--- src/sv/assert_macros.svh ---
// Assertion macros shared by the RTL of the decimal ASCII converter.
// Depends on nothing; files that check their logic include it by name.
`ifndef ASSERT_MACROS_SVH
`define ASSERT_MACROS_SVH
`ifndef SYNTH
// holds at every clock edge outside reset
`define U2DA_ASSERT(lbl, clk, rstn, prop) \
	lbl: assert property (@(posedge clk) disable iff (!rstn) prop) \
		else $error("%m: assertion failed");
// condition never true outside reset
`define U2DA_NEVER(lbl, clk, rstn, cond) \
	lbl: assert property (@(posedge clk) disable iff (!rstn) !(cond)) \
		else $error("%m: forbidden condition seen");
`else
`define U2DA_ASSERT(lbl, clk, rstn, prop)
`define U2DA_NEVER(lbl, clk, rstn, cond)
`endif
`endif

--- src/sv/u2da_pkg.sv ---
// Shared constants and types for the unsigned to decimal ASCII converter.
// No dependencies; used by every module of the block.
package u2da_pkg;
	localparam int MAX_DIGITS  = 10;
	localparam int CNT_W       = $clog2(MAX_DIGITS + 1);
	localparam int IDX_W       = $clog2(MAX_DIGITS);
	localparam int QUEUE_DEPTH = 2;

	// divide by ten: q = (v * RECIP_TEN) >> RECIP_SHIFT, exact for 32-bit v
	localparam logic [31:0] RECIP_TEN   = 32'hCCCC_CCCD;
	localparam int          RECIP_SHIFT = 35;

	localparam logic [7:0] CHAR_ZERO = 8'h30;
	localparam logic [7:0] CHAR_NUL  = 8'h00;
	localparam logic       ST_OK     = 1'b0;
	localparam logic       ST_OVF    = 1'b1;

	typedef logic [3:0] bcd_t;

	// one converted item, digits least significant first
	typedef struct packed {
		logic                  ovf;
		logic [CNT_W-1:0]      ndig;
		bcd_t [MAX_DIGITS-1:0] digits;
	} job_t;
endpackage

--- src/sv/u2da_back.sv ---
// Back end: takes classified items from the queue and emits one result per
// cycle, most significant digit first. Depends on u2da_pkg.
module u2da_back import u2da_pkg::*; (
	input  logic       clk,
	input  logic       arst_n,
	input  logic       q_empty,
	input  job_t       q_job,
	output logic       q_pop,
	output logic       valid,
	output logic [7:0] digit_char,
	output logic       status,
	output logic       last
);
	typedef enum logic [1:0] {
		B_IDLE = 2'b01,
		B_EMIT = 2'b10
	} bstate_t;

	bstate_t          state_q;
	job_t             job_q;
	logic [IDX_W-1:0] idx_q;
	logic             emit;
	logic             final_res;

	assign emit      = (state_q == B_EMIT);
	assign final_res = job_q.ovf || (idx_q == '0);
	// next item is taken in the same cycle as the previous item's final result
	assign q_pop     = !q_empty && (!emit || final_res);

	assign valid      = emit;
	assign status     = job_q.ovf ? ST_OVF : ST_OK;
	assign last       = final_res;
	assign digit_char = job_q.ovf ? CHAR_NUL : CHAR_ZERO + 8'(job_q.digits[idx_q]);

	always_ff @(posedge clk or negedge arst_n) begin
		if (!arst_n) begin
			state_q <= B_IDLE;
		end else begin
			case (state_q)
				B_IDLE: begin
					if (q_pop) begin
						state_q <= B_EMIT;
					end
				end
				B_EMIT: begin
					if (final_res && !q_pop) begin
						state_q <= B_IDLE;
					end
				end
				default: begin
					state_q <= B_IDLE;
				end
			endcase
		end
	end

	always_ff @(posedge clk) begin
		if (q_pop) begin
			job_q <= q_job;
			idx_q <= IDX_W'(q_job.ndig - CNT_W'(1));
		end else if (emit) begin
			idx_q <= idx_q - IDX_W'(1);
		end
	end
endmodule
--- config.mk ---
export PLATFORM = sky130hd
export DESIGN_NAME = u2da_back
export DESIGN_NICKNAME = d
export VERILOG_FILES = /design/src/sv/assert_macros.svh /design/src/sv/u2da_pkg.sv /design/src/sv/u2da_back.sv
export SDC_FILE = /design/constraint.sdc
export NUM_CORES = 1
export LEC_CHECK = 0
export BUFFER_PORTS_ARGS = -buffer_cell sky130_fd_sc_hd__buf_2
export CAP_MARGIN = 30
export CORE_MARGIN = 2
export CORE_UTILIZATION = 23
export CTS_BUF_LIST = sky130_fd_sc_hd__clkbuf_4
export DETAILED_ROUTE_END_ITERATION = 8
export GPL_TIMING_DRIVEN = 0
export PLACE_DENSITY_LB_ADDON = 0.2
export SLEW_MARGIN = 20
export SYNTH_ARGS = -nofsm -noshare
export SYNTH_HDL_FRONTEND = slang
export SYNTH_SLANG_ARGS = --single-unit
export TNS_END_PERCENT = 100
--- constraint.sdc ---
create_clock -name clk -period 2.5 [get_ports clk]
set_input_delay 0.25 -clock clk [delete_from_list [all_inputs] [get_ports clk]]
set_output_delay 0.25 -clock clk [all_outputs]
set_load 0.005 [all_outputs]
==> results.cfg <==
[status]
status = completed

[hold_path]
whs_path_depth = 1
min_from = q_job[22]
worstHoldEndpoint = job_q[22]
hp-class = input pin to register

[logic_synthesis]
ys_seq_area_frac = 0.716
ys_seq_elements = 47
synthCells = 115
synth_edf_count = 45
yosysUniqueCellTypes = 27
syn_area_um2 = 1960
synthFlopType = edfxtp_1
yosys_warnings = 0
synth-async-reset-ratio = 0.0426
syn_area_per_cell_um2 = 17.0

[clock_tree]
cts-htree-levels = 2
cts_tree = yes
clockBufferDepth = 2
cts.sinks = 47
clk_transition_reported_paths_ns = 0.14
root_buffer = clkbuf_4
cts_buffers = 5
clock_latency_ns = 0.36

[power_and_ir_drop]
p_per_area_nw_per_um2 = 766
comb_power_share = 0.234
switchingPower_uw = 517
clock_power_share = 0.232
leakagePower_nw = 1.03
swShare = 0.266
vdd_ir_drop_max_v = 0.000236
seqPwrFrac = 0.534
p_int_mw = 1.43

[setup_path]
cp-end-kind = primary output
reg2reg_setup_slack_ns = 0.25
arrival_ns = 2.08
timing.critical_path.buf_inv = 2
cpMaxStageDelayCell = mux4_1
crit_chain = clkbuf_4 -> mux4_1 -> o2111ai_1 -> o21ai_0 -> buf_2
crit_path_max_incr_delay_ns = 0.64
r2r-end = idx_q[2]
worstPathRequired_ns = 2.25
cp_max_fo = 10
startpoint_type = register
ff2ff_path_depth = 6
reg2reg_from = idx_q[2]
worstSetupPathType = register to primary output
crit_family = multiplexers
crit_start = idx_q[0]
path_depth = 5

[place]
place_worst_setup_slack_ns = -0.0557
gp_congestion = 0.688
dpl_cell_area_um2 = 2430
port_buffers = 57
place_hpwl_mm = 2.97

[global_route]
grt_pass1_wl_mm = 6.00
grt_pass1_vias = 1207
grt_max_degree = 19
grt_usage = 0.0890
grt_overflow = 0
antenna_found_initial = 0

[cells_and_area]
area.growth.synth_to_final_pct = 29.4
layout.nets = 233
layout-drive-gt1-share = 0.422
num_antenna_cells = 0
final_area_um2 = 2540
finalCoreUtilization = 0.307

[sta]
hold_violations = 0
worst_slew_margin_rel = 0.639
worstMarginPinSlew_ns = 0.541
tns_ns = 0
setup_violations = 0
slew_viol_final = 0
fin_hold_ws_ns = 0.0504
period_needed_ns = 2.33
fin_worst_skew_ns = 0.0111
fmax_ghz = 0.429
rsz0062_at_grt = false
layout_worst_path_cycle_share = 0.932
timing.final.ws_setup_ns = 0.169

[die]
die_w_um = 96.3
rows = 33
io_pins = 60
dieArea_um2 = 9270
core_region_area_um2 = 8260
die_h_um = 96.3
start_util = 0.237

[detailed_routing]
first_iter_violations = 41
drt-total-wl_mm = 3.83
firstDrtPassIters = 4
via_per_inst = 3.97
ant_nets = 0
wl_per_cell_um = 13.2
vias = 1151
drc = 0

[flow_run]
cap_violations = 0
## cell families after synthesis
group                    synth area share
adder cells (fa/ha/maj)           0.00638
AND/OR/NAND/NOR                    0.0536
XOR/XNOR                           0.0179
flip-flops                          0.716
multiplexers                        0.125
AO/OA/AOI/OAI                      0.0492
buffers and inverters              0.0300
other                             0.00191
## how the worst max path moves through the flow
stage,endpoint
after global placement,idx_q[2]
after detailed placement,idx_q[2]
after global routing,digit_char[2]
final,digit_char[0]
after floorplan,idx_q[2]
after CTS,digit_char[0]
## layer usage
metal	vias up	global-route usage	part of all wire
met1	519	0.127	0.48
met3	8	0.0251	0.063
met4	0	0.0246	0.012
met2	45	0.133	0.44
met5	-	0	0
li1	579	-	-
## Yosys cell counts, types with 2 or more instances
library cell,number,share of area
nor2_1,2,0.0038
nor3_1,2,0.0051
buf_4,3,0.011
mux4_1,4,0.054
o2111ai_1,3,0.013
nor2b_1,2,0.0064
nand2_1,9,0.017
nand2b_1,2,0.0064
xnor2_1,3,0.013
inv_1,4,0.0077
nand3_1,2,0.0051
o21ai_0,6,0.015
mux2i_1,14,0.072
edfxtp_1,45,0.69
buf_2,2,0.0051
## registers in the layout, indices dropped and copies added, names as in the netlist
signal   cells
idx_q        4
state_q      2
job_q       41
## what timing repair did
item	in CTS	in global routing
endpoints found under the hold margin	2	0
buffers inserted	1	0
pin swaps	1	0
gates resized for setup	0	1
endpoints found under the setup margin	3	2
hold buffers	1	0
## power groups by stage
stage	clock, mW	sequential, mW	combinational (mW)
floorplan	0	1.04	0.288
global placement	0	1.06	0.437
detailed placement	0	1.06	0.461
CTS	0.472	1.04	0.467
global route	0.509	1.05	0.512
finish	0.450	1.04	0.455
## through the flow
step           total power [mW]  cells
2_1_floorplan              1.33    116
3_3_place_gp               1.49    278
3_5_place_dp               1.52    280
4_1_cts                    1.98    290
5_1_grt                    2.07    290
6_report                   1.94    290
## final cells by class
cell class / instances / area [µm²]
clock buffer: 5 / 37.5
fill: 839 / 5720
tap: 105 / 131
inverter: 4 / 15.0
buffer: 6 / 46.3
clock inverter: 3 / 43.8
sequential: 47 / 1400
timing repair buffer: 61 / 358
multi-input combinational: 59 / 502
## cells in the final DEF (no fill, tap or decap), types with 2 or more instances in the layout
cell type / count
nand3_1: 2
clkbuf_4: 6
xnor2_1: 3
conb_1: 2
nor3_1: 2
mux4_1: 4
buf_4: 4
o2111ai_1: 3
nor2b_1: 2
inv_1: 4
buf_16: 2
edfxtp_1: 45
nand2b_1: 2
nor2_1: 2
buf_2: 58
nand2_1: 9
mux2i_1: 14
o21ai_0: 6
Power figures use the tool's default switching activity.
