## config.mk

```make
export PLATFORM = sky130hd
export DESIGN_NAME = u2da_queue
export DESIGN_NICKNAME = d
export VERILOG_FILES = /design/src/sv/u2da_pkg.sv /design/src/sv/u2da_queue.sv
export VERILOG_INCLUDE_DIRS = /design/src /design/src/sv
export SDC_FILE = /design/constraint.sdc
export NUM_CORES = 1
export LEC_CHECK = 0
export BUFFER_PORTS_ARGS = -buffer_cell sky130_fd_sc_hd__buf_2
export CAP_MARGIN = 20
export CORE_MARGIN = 10
export CORE_UTILIZATION = 50
export DETAILED_ROUTE_END_ITERATION = 10
export PLACE_DENSITY = 0.73
export SYNTH_ARGS = -nofsm -noshare
export SYNTH_HDL_FRONTEND = slang
export SYNTH_SLANG_ARGS = --single-unit
```

## constraint.sdc

```tcl
create_clock -name clk -period 3.6 [get_ports clk]
set_clock_uncertainty 0.2 [all_clocks]
set_input_delay 0.18 -clock clk [delete_from_list [all_inputs] [get_ports clk]]
set_output_delay 0.18 -clock clk [all_outputs]
set_load 0.05 [all_outputs]
```

## src/sv/assert_macros.svh

```systemverilog
// Assertion macros shared by the RTL of the decimal ASCII converter.
// Depends on nothing; files that check their logic include it by name.
`ifndef ASSERT_MACROS_SVH
`define ASSERT_MACROS_SVH
`ifndef SYNTH
// holds at every clock edge outside reset
`define U2DA_ASSERT(lbl, clk, rstn, prop) \
	lbl: assert property (@(posedge clk) disable iff (!rstn) prop) \
		else $error("%m: assertion failed");
// condition never true outside reset
`define U2DA_NEVER(lbl, clk, rstn, cond) \
	lbl: assert property (@(posedge clk) disable iff (!rstn) !(cond)) \
		else $error("%m: forbidden condition seen");
`else
`define U2DA_ASSERT(lbl, clk, rstn, prop)
`define U2DA_NEVER(lbl, clk, rstn, cond)
`endif
`endif

```

## src/sv/u2da_pkg.sv

```systemverilog
// Shared constants and types for the unsigned to decimal ASCII converter.
// No dependencies; used by every module of the block.
package u2da_pkg;
	localparam int MAX_DIGITS  = 10;
	localparam int CNT_W       = $clog2(MAX_DIGITS + 1);
	localparam int IDX_W       = $clog2(MAX_DIGITS);
	localparam int QUEUE_DEPTH = 2;

	// divide by ten: q = (v * RECIP_TEN) >> RECIP_SHIFT, exact for 32-bit v
	localparam logic [31:0] RECIP_TEN   = 32'hCCCC_CCCD;
	localparam int          RECIP_SHIFT = 35;

	localparam logic [7:0] CHAR_ZERO = 8'h30;
	localparam logic [7:0] CHAR_NUL  = 8'h00;
	localparam logic       ST_OK     = 1'b0;
	localparam logic       ST_OVF    = 1'b1;

	typedef logic [3:0] bcd_t;

	// one converted item, digits least significant first
	typedef struct packed {
		logic                  ovf;
		logic [CNT_W-1:0]      ndig;
		bcd_t [MAX_DIGITS-1:0] digits;
	} job_t;
endpackage

```

## src/sv/u2da_queue.sv

```systemverilog
// Short queue of classified items between front and back end.
// Depends on u2da_pkg and assert_macros.svh.
`include "assert_macros.svh"
module u2da_queue import u2da_pkg::*; #(
	parameter int DEPTH = QUEUE_DEPTH
) (
	input  logic clk,
	input  logic arst_n,
	input  logic push,
	input  job_t push_job,
	output logic full,
	input  logic pop,
	output job_t pop_job,
	output logic empty
);
	localparam int PW = (DEPTH > 1) ? $clog2(DEPTH) : 1;
	localparam int CW = $clog2(DEPTH + 1);

	job_t          mem_q [DEPTH];
	logic [PW-1:0] wr_ptr_q;
	logic [PW-1:0] rd_ptr_q;
	logic [CW-1:0] cnt_q;

	assign full    = (cnt_q == CW'(DEPTH));
	assign empty   = (cnt_q == '0);
	assign pop_job = mem_q[rd_ptr_q];

	always_ff @(posedge clk or negedge arst_n) begin
		if (!arst_n) begin
			wr_ptr_q <= '0;
			rd_ptr_q <= '0;
			cnt_q    <= '0;
		end else begin
			if (push) begin
				wr_ptr_q <= (wr_ptr_q == PW'(DEPTH - 1)) ? '0 : wr_ptr_q + PW'(1);
			end
			if (pop) begin
				rd_ptr_q <= (rd_ptr_q == PW'(DEPTH - 1)) ? '0 : rd_ptr_q + PW'(1);
			end
			if (push && !pop) begin
				cnt_q <= cnt_q + CW'(1);
			end else if (pop && !push) begin
				cnt_q <= cnt_q - CW'(1);
			end
		end
	end

	always_ff @(posedge clk) begin
		if (push) begin
			mem_q[wr_ptr_q] <= push_job;
		end
	end

	`U2DA_NEVER(a_no_push_full, clk, arst_n, push && full)
	`U2DA_NEVER(a_no_pop_empty, clk, arst_n, pop && empty)
	`U2DA_ASSERT(a_cnt_grows, clk, arst_n, (push && !pop) |=> (cnt_q == $past(cnt_q) + CW'(1)))
endmodule

```

==> impl_results.md, run 1 <==
* Share of the synthesized area in the top cell type at around 74%
* Worst-path clk slew at 80 ps
* Rows at 31
* Antenna Nets Post-Route at 0
* Largest cells by area after synthesis: edfxtp_1, mux2_4, dfrtp_1
* CP required at 3220 ps
* # DRC at 0
* CP Launch Type: flop
* Outcome: complete, no violations
* Register area share after synthesis at between 70% and 80%
* TritonRoute pass-1 iters at 4
* I/O Buffers at 95
* Vias in the first global route at 2219
* Core area at 7180 sq um
* Initial core utilization at 50.6%
* Final HPWL DP at 4310 um
* DR WL/cell at 16.3 um
* CP max-delay cell: dfrtp_2
* DRT iter0 DRCs at 56
* Slew HR at between 50% and 60%
* CTS root buf: clkbuf_8
* Worst path bufs/invs at 2
* Post-Place Cell Area at 4180 sq um
* Critical-path maximum fanout at 28
* CTS tree: done
* Netlist cell types at 13
* FF-to-FF path depth at 2
* CTS Buf Count at 9
* Initial antenna violation count at 0
* CP Capture Type: output pin
* Ys Warns at 0
* Share of cells above drive strength 1 at ~50%
* Max Fclk at roughly 420 MHz
* CP max stage delay at 750 ps
* Min-Delay Endpoint: cnt_q[1]$_DFFE_PN0P_
* RSZ-0062 raised after global routing: false
* GP Congestion at ~0.66
* Syn_area_per_cell at 23.3 sq um
* CTS resizes at 0
* Tcrit/Tclk final at 65.9%
* Final min period at around 2400 ps
* Cell depth of the worst hold path at 1
* First-pass GRT wire length at around 11000 um
* Total wire length at between 6000 and 7000 um
* Critical path type: flop to output pin
* Arr. time, crit path at ~2000 ps
* Peak VDD IR at approximately 540 uV
* Via count at 1926
* # nets final at 359
* Post-CTS Repair Setup Buffers at 0
* Synth area leader: edfxtp_1
* # setup viols final at 0
* Sum Neg Setup Slack at 0 ps
* Post-route setup slack at around 1200 ps
* PD cells at between 800 and 900 nW/um^2
* Clk buf depth at 2
* Overflow after GRT at 0
* Worst R2R Setup Slack at 1650 ps
* Max Cap Viol at 0
* Post-CTS Hold Fix Bufs at slightly below 50
* Cell family with most CP delay: flip-flops
* WP depth at 3
* Area grow syn2layout at 34.3%
* Hold Crit Class: flop to flop
* #FFs+latches synth at 94
* Htree depth at 3
* Pleak at 0.00199 uW
* RR Endpoint: mem_q[0][42]$_DFFE_PP_
* Syn Inst Count at roughly 160
* DR vias/cell at about 4.7
* Max-slew violations at 0
* Least-Margin Pin Slew at 649 ps
* Min-Delay Startpoint: cnt_q[1]$_DFFE_PN0P_
* Start of the worst register-to-register path: wr_ptr_q$_DFFE_PN0P_
* Critical path cell sequence: buf_12 > mux2_2 > buf_2
* Final instance area at 4880 sq um
* Die span in x at 105 um
* Syn_nets at 206
* Die Ht at 105 um
* Largest net degree at the start of global routing at 46
* Antenna cells at 0
* Final hold vios at 0
* Cell area after synthesis at between 3000 and 4000 sq um
* Total Routing Usage GR at approximately an eighth
* Worst skew pair latency at 340 ps
* Clk sinks at 94
* Setup WS pre-CTS at 1570 ps
* I/O pins at 96
* Die area at 11100 sq um
sequential cells by signal, indices dropped and copies added, names as in the netlist:
register	cells
cnt_q	2
mem_q	90
rd_ptr_q	1
wr_ptr_q	1
through the flow:
step	utilization, %	power, uW	hold WS [ps]	instances
6_report	68.0	4010	309	413
5_1_grt	68.0	4190	333	413
4_1_cts	67.7	4050	311	412
3_5_place_dp	58.2	3360	-210	347
3_3_place_gp	58.2	3330	-211	347
2_1_floorplan	-	3090	-316	156
logic make-up (layout without fill, tap and decap cells):
group / after synthesis / after routing / synth area share, %
flip-flops: 94 / 94 / 77.1
multiplexers: 45 / 45 / 18.0
AND/OR/NAND/NOR: 5 / 5 / 0.723
XOR/XNOR: 5 / 5 / 1.21
buffers and inverters: 6 / 164 / 2.62
adder cells (fa/ha/maj): 1 / 1 / 0.344
final cells by class:
| class | instances | area (sq um) |
|---|---|---|
| Sequential cell | 94 | 2800 |
| Fill cell | 487 | 2300 |
| Timing Repair Buffer | 147 | 1010 |
| Multi-Input combinational cell | 56 | 744 |
| Clock buffer | 9 | 124 |
| Tap cell | 99 | 124 |
| Clock inverter | 7 | 65.1 |
| Inverter | 1 | 3.75 |
layout by cell type, fill, tap and decap left out, drive strengths merged:
cell         Yosys  final
and2             1      1
bufinv           0      1
dlygate4sd3      0     49
inv              1      1
xnor2            1      1
nor2             2      2
mux2            45     45
dfrtp            4      4
nor2b            2      2
clkinv           0      6
buf              5     98
edfxtp          90     90
clkbuf           0      9
ha               1      1
xor2             4      4
power breakdown:
| group | switching (uW) | leakage [uW] | internal [uW] |
|---|---|---|---|
| sequential | 120 | 0.000890 | 1450 |
| combinational | 1180 | 0.000998 | 605 |
| clock | 336 | 0.0000980 | 316 |
| total | 1640 | 0.00199 | 2370 |
routing by layer:
metal	global-route usage, %	routed length, um	vias up
met2	21.2	3540	67
met1	13.9	2650	938
met3	4.45	515	7
met4	5.29	53	0
met5	0	0	-
li1	-	-	914
cell usage after synthesis, drive strengths merged:
master,number
edfxtp,90
mux2,45
buf,5
dfrtp,4
xor2,4
nor2,2
nor2b,2
and2,1
ha,1
inv,1
xnor2,1
how the worst max path moves through the flow:
stage	slack [ps]	endpoint	start
5_1_grt	1130	pop_job[25]	rd_ptr_q$_DFFE_PN0P_
3_3_place_gp	1590	pop_job[25]	rd_ptr_q$_DFFE_PN0P_
4_1_cts	1190	pop_job[29]	rd_ptr_q$_DFFE_PN0P_
3_5_place_dp	1570	pop_job[29]	rd_ptr_q$_DFFE_PN0P_
2_1_floorplan	530	mem_q[0][0]$_DFFE_PP_	wr_ptr_q$_DFFE_PN0P_
6_report	1230	pop_job[29]	rd_ptr_q$_DFFE_PN0P_
Power figures use the tool's default switching activity.
==> run 2, diff against run 1 <==
Settings changed: CORE_UTILIZATION 50 to 47, PLACE_DENSITY 0.73 to 0.72.
Clock period 3.6 ns to 2 ns, I/O delays scaled along.
==> run 2 against run 1 <==
  * Clock-buffer cell count is the same
  * First-iteration DRC count shrank 3.6%
  * Combinational power grew 89%
  * Register-to-register slack lost 1200 ps
  * Critical path type unchanged
  * Flip-flop and latch count is the same
  * Sequential power grew 75%
  * Global-route usage grew 0.087 points
  * Largest power group unchanged
==> impl_results.md, run 2 (synthesized netlist as in run 1, its figures left out) <==
* Met1 Resource Use GR at 13.8% (-0.091 points)
* Final Power at 7480 uW (+86%)
* Slew HR at 74.8% (+18 points)
* Biggest register: mem_q
* I/O Buffers at 95 (unchanged)
* Largest net degree at the start of global routing at 27 (-41%)
* Worst skew pair latency at 340 ps (about the same)
* Clk sinks at 94 (unchanged)
* Post-CTS Repair Setup Buffers at 0 (unchanged)
* Via count at 1918 (-0.42%)
* Rows at 32 (+3.2%)
* CTS tree: done
* Initial antenna violation count at 0 (unchanged)
* FF-to-FF path depth at 2 (unchanged)
* Outcome: complete, no violations
* Antenna cells at 0 (unchanged)
* Sum Neg Setup Slack at 0 ps (unchanged)
* Total Routing Usage GR at 12.6% (+0.087 points)
* Max-slew violations at 0 (unchanged)
* Share of cells above drive strength 1 at 51.7% (+0.78 points)
* Max Cap Viol at 0 (unchanged)
* CP required at 1700 ps (-1520 ps)
* CP startpoint: rd_ptr_q$_DFFE_PN0P_
* # DRC at 0 (unchanged)
* RR Endpoint: mem_q[1][1]$_DFFE_PP_
* Worst R2R Setup Slack at 440 ps (-1210 ps)
* Vias in the first global route at 2214 (-0.23%)
* GR Layer Usage met3 at 6.77% (+2.3 points)
* Max Fclk at ~520 MHz
* Final HPWL DP at 4660 um (+8.0%)
* # nets final at 362 (+0.84%)
* CP Launch Type: flop
* Area grow syn2layout at 36.3%
* Clk buf depth at 2 (unchanged)
* Antenna Nets Post-Route at 0 (unchanged)
* CP Capture Type: output pin
* Met2 usage at 20.7% (-0.43 points)
* DR WL/cell at 16.8 um (+2.6%)
* Worst-path clk slew at 90 ps (about the same)
* Peak VDD IR at 965 uV (+80%)
* CTS root buf: clkbuf_8
* Total wire length at 7030 um (+4.1%)
* RSZ-0062 raised after global routing: false
* Worst Setup EP: pop_job[30]
* Final min period at between 1500 and 2000 ps
* Placed insts at 354 (+2.0%)
* Overflow after GRT at 0 (unchanged)
* Final Non-Filler Cells at 419 (+1.5%)
* Number of flip-flops in the largest register at 90 (unchanged)
* Hold Crit Class: input pin to flop
* Final hold vios at 0 (unchanged)
* Initial core utilization at 47.8% (-2.9 points)
* Least-Margin Pin Slew at 378 ps (-271 ps)
* Fin Hold WS at 268 ps (-41.6 ps)
* Die span in x at 108 um (+2.5%)
* DRT iter0 DRCs at 54 (-3.6%)
* Arr. time, crit path at 1610 ps (-380 ps)
* CTS Buf Count at 9 (unchanged)
* PD cells at 1510 nW/um^2 (+84%)
* First-pass GRT wire length at 11300 um (+3.5%)
* I/O pins at 96 (unchanged)
* GRT Max-Usage Layer: met2
* Die Ht at 108 um (+2.5%)
* GP Congestion at 0.662 (+0.50%)
* Tcrit/Tclk final at 95.7%
* Commonest cells after routing, fill and taps aside: buf_2, edfxtp_1, dlygate4sd3_1
* Most common cell after layout, fill and taps aside: buf_2
* Core area at 7610 sq um (+6.0%)
* # setup viols final at 0 (unchanged)
* Htree depth at 3 (unchanged)
* TritonRoute pass-1 iters at 4 (unchanged)
* Pleak at 0.00202 uW (+1.5%)
* Largest regs: mem_q (90), cnt_q (2)
* Critical path type: flop to output pin
* Critical-path maximum fanout at 20 (-29%)
* Start of the worst register-to-register path: wr_ptr_q$_DFFE_PN0P_
* Die area at 11600 sq um (+5.2%)
* DR vias/cell at 4.58 (-1.8%)
## run 2: report_power, final
| group | switching (uW) | internal, uW |
|---|---|---|
| clock network | 647 | 708 |
| registers | 124 | 2610 |
| logic | 2250 | 1140 |
| total | 3020 | 4460 |
## run 2: through the flow
stage	worst slack (ps)	util [%]	instance area (sq um)
2_1_floorplan	285	-	3640
3_3_place_gp	406	55.7	4240
3_5_place_dp	375	55.7	4240
4_1_cts	69.3	65.1	4950
5_1_grt	16.3	65.1	4950
6_report	85.3	65.1	4950
## run 2: layout make-up
class / count / area (sq um)
inverter: 1 / 3.75
tap: 102 / 128
clock inverter: 7 / 97.6
multi-input combinational: 56 / 744
fill: 546 / 2650
clock buffer: 9 / 124
sequential: 94 / 2800
timing repair buffer: 150 / 1050
## run 2: timing repair
action                                 4_1_cts  5_1_grt
resized for setup                            1        0
setup endpoints to repair                    3        0
hold buffers                                49        0
endpoints found under the hold margin       97        0
## run 2: critical path, cell delays in order (launching register included)
cell	delay, ps
dfrtp_2	400
buf_6	270
mux2_2	380
buf_2	220
## run 2: worst min path at each step
stage            startpoint  depth (start not counted)                      to
2_1_floorplan        arst_n                          0    cnt_q[0]$_DFFE_PN0P_
3_3_place_gp         arst_n                          1    cnt_q[1]$_DFFE_PN0P_
3_5_place_dp         arst_n                          1    cnt_q[1]$_DFFE_PN0P_
4_1_cts        push_job[19]                          2  mem_q[0][19]$_DFFE_PP_
5_1_grt        push_job[19]                          2  mem_q[0][19]$_DFFE_PP_
6_report       push_job[30]                          2  mem_q[0][30]$_DFFE_PP_
## run 2: per-layer routing
layer | up-vias | wire [um]
met5 | - | 0
met4 | 0 | 54
met3 | 6 | 719
met2 | 68 | 3540
met1 | 922 | 2720
li1 | 922 | -
